### config.mk
export PLATFORM = sky130hd
export DESIGN_NAME = mvn_ram
export DESIGN_NICKNAME = d
export VERILOG_FILES = /design/src/design/mvn_ram.sv
export SDC_FILE = /design/constraint.sdc
export NUM_CORES = 1
export LEC_CHECK = 0
export ABC_AREA = 1
export BUFFER_PORTS_ARGS = -buffer_cell sky130_fd_sc_hd__buf_2
export CORE_MARGIN = 2
export CORE_UTILIZATION = 44
export DETAILED_ROUTE_END_ITERATION = 8
export GPL_TIMING_DRIVEN = 0
export SETUP_SLACK_MARGIN = 0.02
export SLEW_MARGIN = 0
export SYNTH_ARGS = -nofsm -noshare
export SYNTH_HDL_FRONTEND = slang
export SYNTH_SLANG_ARGS = --single-unit
### constraint.sdc
create_clock -name clk -period 0.9 [get_ports clk]
set_input_delay 0 -clock clk [delete_from_list [all_inputs] [get_ports clk]]
set_output_delay 0 -clock clk [all_outputs]
set_load 0.005 [all_outputs]
### src/design/mvn_ram.sv
`timescale 1ns / 1ps
module mvn_ram #(
	parameter int WIDTH = 8,
	parameter int DEPTH = 16
) (
	input  logic                     clk,
	input  logic                     we,
	input  logic [$clog2(DEPTH)-1:0] waddr,
	input  logic [WIDTH-1:0]         wdata,
	input  logic [$clog2(DEPTH)-1:0] raddr,
	output logic [WIDTH-1:0]         rdata
);

	logic [WIDTH-1:0] mem [DEPTH];

	// One write port, one registered read port
	always_ff @(posedge clk) begin
		if (we) begin
			mem[waddr] <= wdata;
		end
		rdata <= mem[raddr];
	end

endmodule

### After elaboration in Yosys (flattened, before gate mapping)

Memories as Yosys holds them, arrays and structs flattened. A register that Yosys moved wholly into a read port is not among the register bits.
Cells that the tools add are included.

| storage, ports and cells | value |
|---|---|
| register bits | 0 |
| RAM bits | 128 |
| output and inout port bits | 8 |
| word-level logic and storage cells | 3 |
| memories kept | 1 |

Memory list:

| memory | depth | bits a word | rd ports | clocked after memory_dff | write ports | RTL line | RTL |
|---|---|---|---|---|---|---|---|
| mem | 16 | 8 | 1 | 1 | 1 | 14 | `logic [WIDTH-1:0] mem [DEPTH];` |

| cells by class | value |
|---|---|
| multiplexer cells | 2 |

Operator list:

| cell | number |
|---|---|
| 1-bit two-way mux | 2 |

### Logic depth before layout (Yosys ltp)

Gate-level depths: netlist of the first run.

| depth | value |
|---|---|
| word-level depth | 2 |
| mapped depth | 8 |
| gate-level depth less buffers | 7 |

### Worst setup path after synthesis of the first run

No wires, ideal clock.

| timing | value |
|---|---|
| kind | input-to-reg |
| from | input waddr[3] |
| to | memory mem[4][0] (enable) |
| library setup time | 0.370 ns |
| arrival | 0.581 ns |
| path slack | -0.051 ns |
| stages | 2 |
| path buffers | 0 |
| path through | nand3b_1 > nor2_1 |

RTL lines:

| element | RTL line | RTL |
|---|---|---|
| start, declared | 8 | `input logic [$clog2(DEPTH)-1:0] waddr,` |
| end, declared | 14 |  |

Straight into the memory's write port.

==> results.txt, run 1 <==
* Fraction of the cycle the final worst path needs: 107%
- Clock input transition at the sequential cells of the worst setup and hold paths: about 60 ps
- Summing the sequential cell areas from Yosys gives a little under 70% of the chip area.
- The initial utilization of the core area, before any placement, comes to 45.3%.
- WHS Path Cells: 1
* Top library cells by usage in the layout, fill and taps aside: nand2_1, edfxtp_1, inv_1, nand3_1, nand3_2
* Floorplan die width: 118 um
- The die is 118 um tall.
- The run finished, with violations left.
- Synthesis warning total: 0
- Post-Place Cells: 745
* Total Routing Usage GR: between 20% and 30%
- STA classifies the critical path startpoint as a register.
- Summing internal, switching and leakage power gives ~0.015 W.
* Antenna violations before repair: 0
* FMAX: a little over 1000 MHz
* Number of gates on the worst path with buffers counted: 6
- Cell-by-cell listing of the critical path: nand2_1 -> nand2_1 -> nand2_1 -> nand3_1 -> nand3_1 -> nand2_1
* CTS tree: yes
* Total CTS buffers: 17
* Slew HR: 63.3%
* Wire length reported by the detailed router: approximately 14 mm
- Input and output buffers added on the ports amount to 22.
- The longest clock path from root to sink contains 2 buffers.
- STA classifies the critical path endpoint as a register.
- Violated checks: negative setup slack
- Net count after synthesis: around 570
* Post-route minimum period: approximately 970 ps
* Most frequent standard cell in the layout excluding fill and tap cells: nand2_1
- The post-route netlist has between 20% and 30% of its cells at a drive strength greater than 1.
- The area growth from synthesis to layout is 21.3%.
* Number of rows created at floorplan: 41
- Total Die Area: about 0.014 mm^2
* Bufs and invs on worst path: 0
- Setup slack on the critical path of the routed design comes to -66.9 ps.
* Total standard cell area after synthesis: 0.00577 mm^2
* Maximum number of pins on one net before global-route repair: 17
* Core box area: 0.0127 mm^2
- Count of TritonRoute iterations in the first routing pass: 5
- Final setup violation count: 32
* Largest driver fanout on the critical path: 1
- Type of the setup path with the least slack: register to register
* Via-per-instance ratio: roughly 5
- Global route total overflow: 0
- For this design the top-level I/O count stands at 26.
- Power spread over the standard cell area amounts to approximately 2100 mW/mm^2.
- Number of different library cells in the post-synthesis netlist: 12
* Unrepaired setup endpoints after global routing: true
* Net total in the final layout: just over 600
* Postcts setup bufs: 0
- Counting every instance in the synthesized netlist gives approximately 550.
- In this run the static leakage power is 3.00 nW.
* Arrival @ worst endpoint: approximately 1300 ps
- Non-filler cells, final: approximately 780
* Setup skew after layout: between 7 and 8 ps
* Standard cell area after detailed placement: 0.00610 mm^2
* Drt initial violations: between 200 and 300
- The number of global-route vias before repair came to around 4,000.
- Worst slack at placement: -609 ps
- CTS placed an instance of clkbuf_16 at the clock tree root.
* Wire per inst: between 15 and 20 um
* Routability Congestion: around 0.88
- First-pass GRT wire length: about 22 mm
* Total half-perimeter wirelength after legalization and detailed placement: between 9 and 10 mm
- Grouping stages by cell kind, the critical path spends the most delay in simple AND/OR/NAND/NOR gates.
- At the pin with the least slew margin, the transition time is 550 ps.
* Worst path slowest cell: edfxtp_1
* Routed vias: about 3,900
- Fillers: 1,157
* Number of antenna repair diodes: 0
- Final Hold Viols: 0
- For the worst-skew pair, the clock arrives at the later sink with an insertion delay of 420 ps.
- Averaged over all synthesized cells, the footprint is around 10 um^2.
- Number of nets with antenna violations after routing: 0
- The path class of the tightest hold or removal check is primary input to register.
- The max-slew violation count is 0.
* Required time of the worst setup path: roughly 1200 ps
- Cell seen most often among critical-path stages: nand2_1
- Max-capacitance violation count: 0
- Final design utilization: ~55%
- In this run the number of H-tree levels came out at 4.
- The clock drives roughly 140 sinks.
* Worst voltage drop across the vdd grid: ~1.1 mV
* DRC violation count after routing: 0
- For this run, the slowest stage of the critical path takes 370 ps.
- Counting flops and latches in the post-synthesis netlist gives 136.
* Final cell area excluding filler cells: between 0.006 and 0.007 mm^2
- Depth of the most critical reg-to-reg path: 6
[cell type report]
cell class	instances	area, um^2	share of cell area (%)
multi-input cells	289	1510	21.6
plain buffers	24	166	2.38
repair buffers	28	170	2.43
well taps	172	215	3.08
clock inverters	3	40.0	0.572
clock buffers	29	510	7.29
inverters	102	383	5.47
flip-flops and latches	136	4000	57.2
[path summary, 6_finish.rpt]
path | from | endpoint | slack (ps)
max | mem[2][0] | rdata[0] | -70
min | wdata[0] | mem[7][0] | 10
max reg2reg | mem[2][0] | rdata[0] | -70
min reg2reg | mem[11][2] | rdata[2] | 690
[report_power, final]
| part | leakage (nW) | switching, W | internal (W) |
|---|---|---|---|
| clock network | 0.270 | 0.00239 | 0.00408 |
| logic | 1.50 | 0.000728 | 0.000325 |
| registers | 1.22 | 0.0000333 | 0.00709 |
[registers in the layout (all words and copies together) (netlist names)]
signal and cells:
mem 128, rdata 8
[routing by layer]
metal	up-vias	global-route usage, %	wire length (um)
met2	130	35.7	7040
met3	38	6.18	1010
met5	-	0	0
met1	1852	26.8	5730
met4	0	11.2	479
li1	1873	-	-
[kinds of logic after synthesis]
logic type	count (synthesis)	synth area share [%]
buf+inv	126	9.52
flops	136	69.4
simple gates	289	21.0
[metrics by stage]
stage | hold WS [ps] | setup TNS, ps
global route | 25.3 | -4340
CTS | 4.46 | -4010
floorplan | 98.9 | -4320
detailed placement | 375 | -60350
global placement | 377 | -56880
finish | 12.3 | -846
[cells in the mapped netlist]
library cell,number,area [um^2]
nand2_1,173,649
edfxtp_1,128,3840
inv_1,100,375
nand3_1,97,485
nor2_1,17,63.8
buf_2,13,65.1
dfxtp_1,8,160
buf_6,6,67.6
buf_4,4,30.0
inv_2,2,7.51
nand3b_1,2,15.0
buf_1,1,3.75
[worst register-to-register path: stages (launching register included)]
cell,delay [ps]
edfxtp_1,370
nand2_1,70
nand2_1,60
nand2_1,60
nand3_1,90
nand3_1,100
nand2_1,90
[timing repair]
item / 4_1_cts / 5_1_grt
setup endpoints to repair: 88 / 72
hold endpoints to repair: 32 / 0
resized for setup: 42 / 23
hold buffers: 6 / 0
pin swaps: 24 / 9
(Power assumes the default switching activity.)
==> run 2, diff against run 1 <==
==> constraint.sdc (replaced) <==
create_clock -name clk -period 1.1 [get_ports clk]
set_input_delay 0 -clock clk [delete_from_list [all_inputs] [get_ports clk]]
set_output_delay 0 -clock clk [all_outputs]
set_load 0.005 [all_outputs]
==> run 2 against run 1 <==
The run now ends clean. Global-route usage is 1.6 points lower. Cell area down 3.9%. First-iteration DRC count grew 17%. Die area unchanged. Worst hold slack better by 1.1 ps. Clock power shrank 15%. Cell count decreased by 0.26%. Largest power group unchanged. Highest routed layer unchanged.
==> results.txt, run 2 (synthesis results as in run 1) <==
- The flow ran to the end, and the final reports show no timing, DRC or antenna violations.
- The number of vias per cell was 4.90 (-1.4%).
- The last weighted congestion value of the routability-driven placer is 0.912 (+3.4%).
- The worst-case reg-to-reg path depth is 6 (unchanged).
- The total length of routed met3 wires was 1.05 mm (+4.2%).
- WHS Path Cells: 4 (+3)
- Most frequent standard cell in the layout excluding fill and tap cells: nand2_1
- The total area of multi-input combinational cells is 0.00123 mm^2 (-18%).
- The fraction of power consumed by combinational cells came to 6.3% (-0.9 points).
* Net total in the final layout: 615 (-0.16%)
- Maximum number of pins on one net before global-route repair: 17 (unchanged)
* Power per standard cell area: 1790 mW/mm^2 (-14%)
* Met2 wire len: 5.99 mm (-15%)
- Largest register FFs: 128 (unchanged)
* Total Routing Usage GR: 20.4% (-1.6 points)
- The remaining antenna violation count after routing is 0 (unchanged).
- TritonCTS built the clock tree.
- The register clock-pin slew on the reported worst setup and hold paths came to 50 ps (about the same).
- The sequential cell fraction of total power was 48.3% (-0.3 points).
- Number of antenna repair diodes: 0 (unchanged)
* Clock tree root driver cell: clkbuf_16
- Share of post-route cells with drive strength above 1: 13.1% (-9.3 points)
* Clk sinks: 136 (unchanged)
- Total CTS buffers: 17 (unchanged)
* Final Hold Viols: 0 (unchanged)
* Post-Place Cells: 745 (unchanged)
* Count of TritonRoute iterations in the first routing pass: 5 (unchanged)
- The height of the die came to 118 um (unchanged).
* Insertion delay to the later sink of the worst-skew pair: 420 ps (about the same)
* Drt initial violations: 346 (+17%)
* Worst path slowest cell: nor2_1
- The non-filler instance count after layout is 781 (-0.26%).
* Fraction of the cycle the final worst path needs: around 94%
- For the finished layout, the period the worst path requires is 1030 ps.
- Total half-perimeter wirelength after legalization and detailed placement: 8.99 mm (-3.7%)
- The register with the most flip-flops in the final layout is mem.
* P&R area growth vs syn: 16.6%
- Final setup violation count: 0 (-100%)
- Leakage power: 2.92 nW (-2.5%)
- Worst voltage drop across the vdd grid: 0.983 mV (-9.6%)
- Based on the critical path, the design can be clocked at up to approximately 970 MHz.
- Unrepaired setup endpoints after global routing: true
- Setup slack of the worst register-to-register path: 100 ps (+170 ps)
* Clock Tree Buf Depth: 2 (unchanged)
- Required time of the worst setup path: 1140 ps (-60 ps)
* Switching power summed over all nets: 0.00254 W (-19%)
- The die width was 118 um (unchanged).
- The delay of the slowest cell on the worst path came to 690 ps (+320 ps).
- Fraction of power consumed by the clock network: 45.4% (+1.2 points)
- Startpoint types: primary input
- Largest regs: mem x128, rdata x8
- Number of rows created at floorplan: 41 (unchanged)
* Slew @ Worst Pin: 852 ps (+302 ps)
- Via count of the first global-routing pass: 3,642 (-7.6%)
- Startpoint of the lowest-slack register-to-register path: mem[9][2]
* Standard cell area after detailed placement: 0.00609 mm^2 (-0.20%)
* Postcts setup bufs: 0 (unchanged)
- Port buffer count: 22 (unchanged)
- The max-slew violation count was 0 (unchanged).
- The total routed wirelength is 13.4 mm (-5.8%).
- The number of violations of the max-capacitance limit is 0 (unchanged).
* Hold path start: raddr[2]
- The global-route wire length before repair came to 20.6 mm (-6.6%).
- The number of fill cells in the layout is 1,155 (-0.17%).
- The full die area came to 0.0140 mm^2 (unchanged).
* Worst Hold End: rdata[5]
* H-Tree Depth: 4 (unchanged)
- Switching Fraction: 21.0% (-0.48 points)
- Final cell area excluding filler cells: 0.00673 mm^2 (-3.9%)
- Initial core utilization: 45.3% (unchanged)
* DRC violation count after routing: 0 (unchanged)
- Antenna violations before repair: 0 (unchanged)
- Largest driver fanout on the critical path: 8 (+7)
- In this run the critical register-to-register path is captured at rdata[2].
* Met1 WL: 6.05 mm (+5.6%)
* Slew HR: 43.0% (-20 points)
- Global route total overflow: 0 (unchanged)
- Cell-internal power: 0.00953 W (-17%)
* CP Capture Type: register
* Type of the setup path with the least slack: primary input to register
- The post-route clock skew came to 8.32 ps (+0.748 ps).
- DR top layer: met4
- Cell-by-cell listing of the critical path: buf_2 -> nand3b_1 -> nor2_1
- Wire per inst: 17.2 um (-5.6%)
* Type of the tightest min-delay check: primary input to register
- Core box area: 0.0127 mm^2 (unchanged)
- The area used by sequential logic in the layout is 0.00400 mm^2 (unchanged).
- The total via count in the routed design came to 3,827 (-1.7%).
- In the layout the commonest cells are nand2_1, edfxtp_1, inv_1, nand3_1, buf_2.
- Top-level port count: 26 (unchanged)
- The arrival time of data at the critical path endpoint came to 1080 ps (-180 ps).
[run 2: changes by cell type in the layout (fill, tap and decap cells not counted), sizes merged]
cell         previous run  this run
bufinv                  1         3
clkbuf                 29        19
clkinv                  2         9
dlygate4sd3             6         5
[run 2: power by group through the flow]
| stage | registers, W | clock network, W | logic [W] |
|---|---|---|---|
| 2_1_floorplan | 0.00593 | 0 | 0.000409 |
| 3_3_place_gp | 0.00593 | 0 | 0.000724 |
| 3_5_place_dp | 0.00593 | 0 | 0.000737 |
| 4_1_cts | 0.00583 | 0.00552 | 0.000757 |
| 5_1_grt | 0.00583 | 0.00571 | 0.000839 |
| 6_report | 0.00582 | 0.00548 | 0.000762 |
[run 2: worst max-delay path: cells and delay by family]
kind / cells / cell delay [ps]
buf+inv: 1 / 120
simple gates: 2 / 960
[run 2: how the worst max path moves through the flow]
stage                   start    endpoint  slack [ps]  cells after the start
finish               waddr[3]   mem[5][3]          70                      3
global route         waddr[3]   mem[5][0]         -10                      3
CTS                 mem[4][0]    rdata[0]          60                      6
detailed placement   waddr[1]  mem[13][0]        -380                      4
global placement     waddr[1]  mem[13][0]        -360                      4
floorplan            waddr[2]  mem[10][0]         150                      2
[run 2: cell type report]
type	count	share of cell area [%]
Multi-Input combinational cell	289	18.3
Buffer	24	2.47
Clock inverter	12	1.99
Sequential cell	136	59.5
Timing Repair Buffer	27	2.38
Clock buffer	19	6.44
Tap cell	172	3.20
Inverter	102	5.69
[run 2: what timing repair did]
item                                    CTS  global route
pin swaps                                 0             0
endpoints found under the setup margin    1            32
endpoints found under the hold margin    37             0
gates resized for setup                   1             4
hold buffers                              5             0
[run 2: metal layers]
metal	GRT usage (%)	vias up
met4	9.08	0
met3	5.94	18
met5	0	-
met1	28.3	1793
met2	29.8	154
li1	-	1862
[run 2: stage by stage]
step                      power, W  TNS, ps  util [%]  setup slack [ps]  hold WS, ps
final                       0.0121        0      52.9              66.4         13.5
after global routing        0.0124    -71.8      52.9             -12.5         24.4
after CTS                   0.0121        0      52.8              58.3         2.54
after detailed placement   0.00667   -35540      47.9              -376          379
after global placement     0.00665   -33870      47.9              -357          379
after floorplan            0.00634        0         -               149         98.9
==> run 3, diff against run 2 <==
--- a/config.mk
+++ b/config.mk
@@ -7,12 +7,15 @@
 export LEC_CHECK = 0
 export ABC_AREA = 1
 export BUFFER_PORTS_ARGS = -buffer_cell sky130_fd_sc_hd__buf_2
+export CELL_PAD_IN_SITES_DETAIL_PLACEMENT = 1
+export CELL_PAD_IN_SITES_GLOBAL_PLACEMENT = 1
 export CORE_MARGIN = 2
-export CORE_UTILIZATION = 44
+export CORE_UTILIZATION = 29
 export DETAILED_ROUTE_END_ITERATION = 8
 export GPL_TIMING_DRIVEN = 0
+export PLACE_DENSITY_LB_ADDON = 0.1
 export SETUP_SLACK_MARGIN = 0.02
-export SLEW_MARGIN = 0
+export SLEW_MARGIN = 20
 export SYNTH_ARGS = -nofsm -noshare
 export SYNTH_HDL_FRONTEND = slang
 export SYNTH_SLANG_ARGS = --single-unit
==> run 3 against run 2 <==
Via count shrank 1.2%. Clock power grew 4.2%. Combinational power grew 11%. Die area grew 50%. Power grew 2.6%. First-iteration DRC count shrank 29%. Largest cell class unchanged.
==> results.txt, run 3 (synthesis results as in run 1) <==
- Startpoint types: primary input
- The number of post-CTS setup repair buffers was 0 (unchanged).
* Final cell area excluding filler cells: 0.00693 mm^2 (+3.0%)
- The path class of the tightest hold or removal check is primary input to register.
- The count of nets after finishing is 612 (-0.49%).
- The total area of multi-input combinational cells was 0.00133 mm^2 (+7.7%).
- Clock tree root driver cell: clkbuf_16
* Port buffer count: 22 (unchanged)
- Count of TritonRoute iterations in the first routing pass: 4 (-1)
* P&R area growth vs syn: 20.1%
- The number of failing hold endpoints at the final stage was 0 (unchanged).
- Met3 Resource Use GR: 3.77% (-2.2 points)
- The number of violations of the max-capacitance limit came to 0 (unchanged).
- Via count of the first global-routing pass: 3,925 (+7.8%)
* DRC violation count after routing: 0 (unchanged)
- The non-filler instance count after layout was 872 (+12%).
- The maximum root-to-sink buffer count was 2 (unchanged).
- The total routed wirelength was 17.3 mm (+29%).
* Slew HR: 43.8% (+0.85 points)
- Fillers: 2,176 (+88%)
- Core box area: 0.0195 mm^2 (+53%)
- The total congestion overflow was 0 (unchanged).
- Required time of the worst setup path: 1160 ps (+20 ps)
- The final setup violation count is 0 (unchanged).
- The worst setup path is captured at a register.
- Largest driver fanout on the critical path: 8 (unchanged)
- The total via count in the routed design was 3,782 (-1.2%).
* Fraction of the cycle the final worst path needs: 98.1% (+4.2 points)
- Total Die Area: 0.0210 mm^2 (+50%)
- The register clock-pin slew on the reported worst setup and hold paths is 60 ps (about the same).
* Routability Congestion: 0.772 (-15%)
- Share of post-route cells with drive strength above 1: 17.1% (+4.0 points)
- CTS tree: yes
* Type of the setup path with the least slack: primary input to register
- Drt initial violations: 245 (-29%)
- Met1 Resource Use GR: 24.6% (-3.6 points)
* Cell-by-cell listing of the critical path: buf_2 -> nand3b_1 -> nor2_1
- The remaining antenna violation count after routing is 0 (unchanged).
* Via-per-instance ratio: 4.34 (-11%)
- Die Y: 145 um (+22%)
- Floorplan die width: 145 um (+22%)
- More flip-flops sit in one register than any other, and that register is mem.
- The number of antenna violations at the first check in global routing came to 0 (unchanged).
- Slew @ Worst Pin: 839 ps (-12.7 ps)
- Post-route minimum period: 1080 ps (+45.8 ps)
- H-Tree Depth: 4 (unchanged)
- Insertion delay to the later sink of the worst-skew pair: 430 ps (about the same)
- Worst Hold Slack: 16.1 ps (+2.69 ps)
- The post-route clock skew is 7.48 ps (-0.837 ps).
- Leakage power: 2.93 nW (+0.25%)
* Number of pins exceeding their max-slew limit in the final report: 0 (unchanged)
* Peak per-stage delay on the critical path: 720 ps (+30 ps)
- The area used by sequential logic in the layout came to 0.00400 mm^2 (unchanged).
- The run finished with clean final reports.
- The number of instances in the placed design was 838 (+12%).
* Total CTS buffers: 17 (unchanged)
- Unrepaired setup endpoints after global routing: true
- The largest registers in the layout are mem x128, rdata x8.
- Top library cells by usage in the layout, fill and taps aside: nand2_1, edfxtp_1, inv_1, nand3_1, buf_2
- Wire per inst: 19.9 um (+16%)
- The library cell used most frequently in the layout, excluding fill and tap cells, is nand2_1.
- The starting density of the core came to 29.6% (-16 points).
* Standard cell area after detailed placement: 0.00621 mm^2 (+1.9%)
- Arrival @ worst endpoint: 1140 ps (+60 ps)
* First-pass GRT wire length: 26.1 mm (+27%)
* Worst path slowest cell: nor2_1
* Top-level port count: 26 (unchanged)
- The total chip power is 0.0124 W (+2.6%).
* Clk sinks: 136 (unchanged)
* Worst voltage drop across the vdd grid: 1.22 mV (+24%)
- Top Usage Layer GRT: met2
- The flip-flop count of the largest register after layout is 128 (unchanged).
- The pin count of the biggest net entering global routing came to 17 (unchanged).
* Number of antenna repair diodes: 0 (unchanged)
- Met2 track demand over resource: 26.3% (-3.5 points)
- Final design utilization: 35.6% (-17 points)
- The fmax is 926 MHz (-4.2%).
- Power per standard cell area: 1790 mW/mm^2 (-0.39%)
* Number of rows created at floorplan: 51 (+24%)
* Total half-perimeter wirelength after legalization and detailed placement: 11.5 mm (+28%)
* Total Routing Usage GR: 17.3% (-3.1 points)
run 3: changes by cell type in the layout (fill, tap and decap cells not counted), sizes merged:
cell         previous run  this run
clkbuf                 19        17
clkinv                  9         7
clkinvlp                0         5
dlygate4sd3             5         2
run 3: layout make-up:
type	instances	area share, %
flip-flops and latches	136	57.8
multi-input cells	289	19.1
clock buffers	17	6.14
inverters	102	5.53
well taps	265	4.79
plain buffers	24	2.40
clock inverters	15	2.31
repair buffers	24	1.88
run 3: path summary, 6_finish.rpt:
path                            cells past startpoint  slack (ps)  startpoint         to
worst max-delay path                                3          20    waddr[3]  mem[5][5]
worst min-delay path                                1          20    wdata[6]  mem[4][6]
worst max register to register                      6          80  mem[10][5]   rdata[5]
worst min register to register                      6         690  mem[15][6]   rdata[6]
run 3: through the flow:
stage                     TNS [ps]  setup WS (ps)
after CTS                        0           5.13
after detailed placement    -49550           -530
final                            0           20.7
after floorplan                  0            149
after global placement      -45430           -532
after global routing          -869          -65.5
run 3: routing by layer:
layer	wire length [um]	part of all wire, %	vias up
li1	-	-	1859
met1	8640	50	1859
met2	7970	46	48
met3	474	2.7	16
met4	265	1.5	0
met5	0	0	-
run 3: where the power goes:
| part | internal, W | switching [W] | leakage [nW] |
|---|---|---|---|
| logic | 0.000238 | 0.000607 | 1.43 |
| clock network | 0.00351 | 0.00220 | 0.275 |
| registers | 0.00579 | 0.0000294 | 1.22 |
run 3: timing repair:
action	4_1_cts	5_1_grt
resized for setup	8	19
hold endpoints to repair	8	0
pin swaps	0	3
hold buffers	2	0
endpoints found under the setup margin	41	47
gates cloned	0	0
run 3: worst max-delay path, delay by kind of cell:
family | cells | cell delay [ps]
buffers and inverters | 1 | 120
AND/OR/NAND/NOR | 2 | 1020
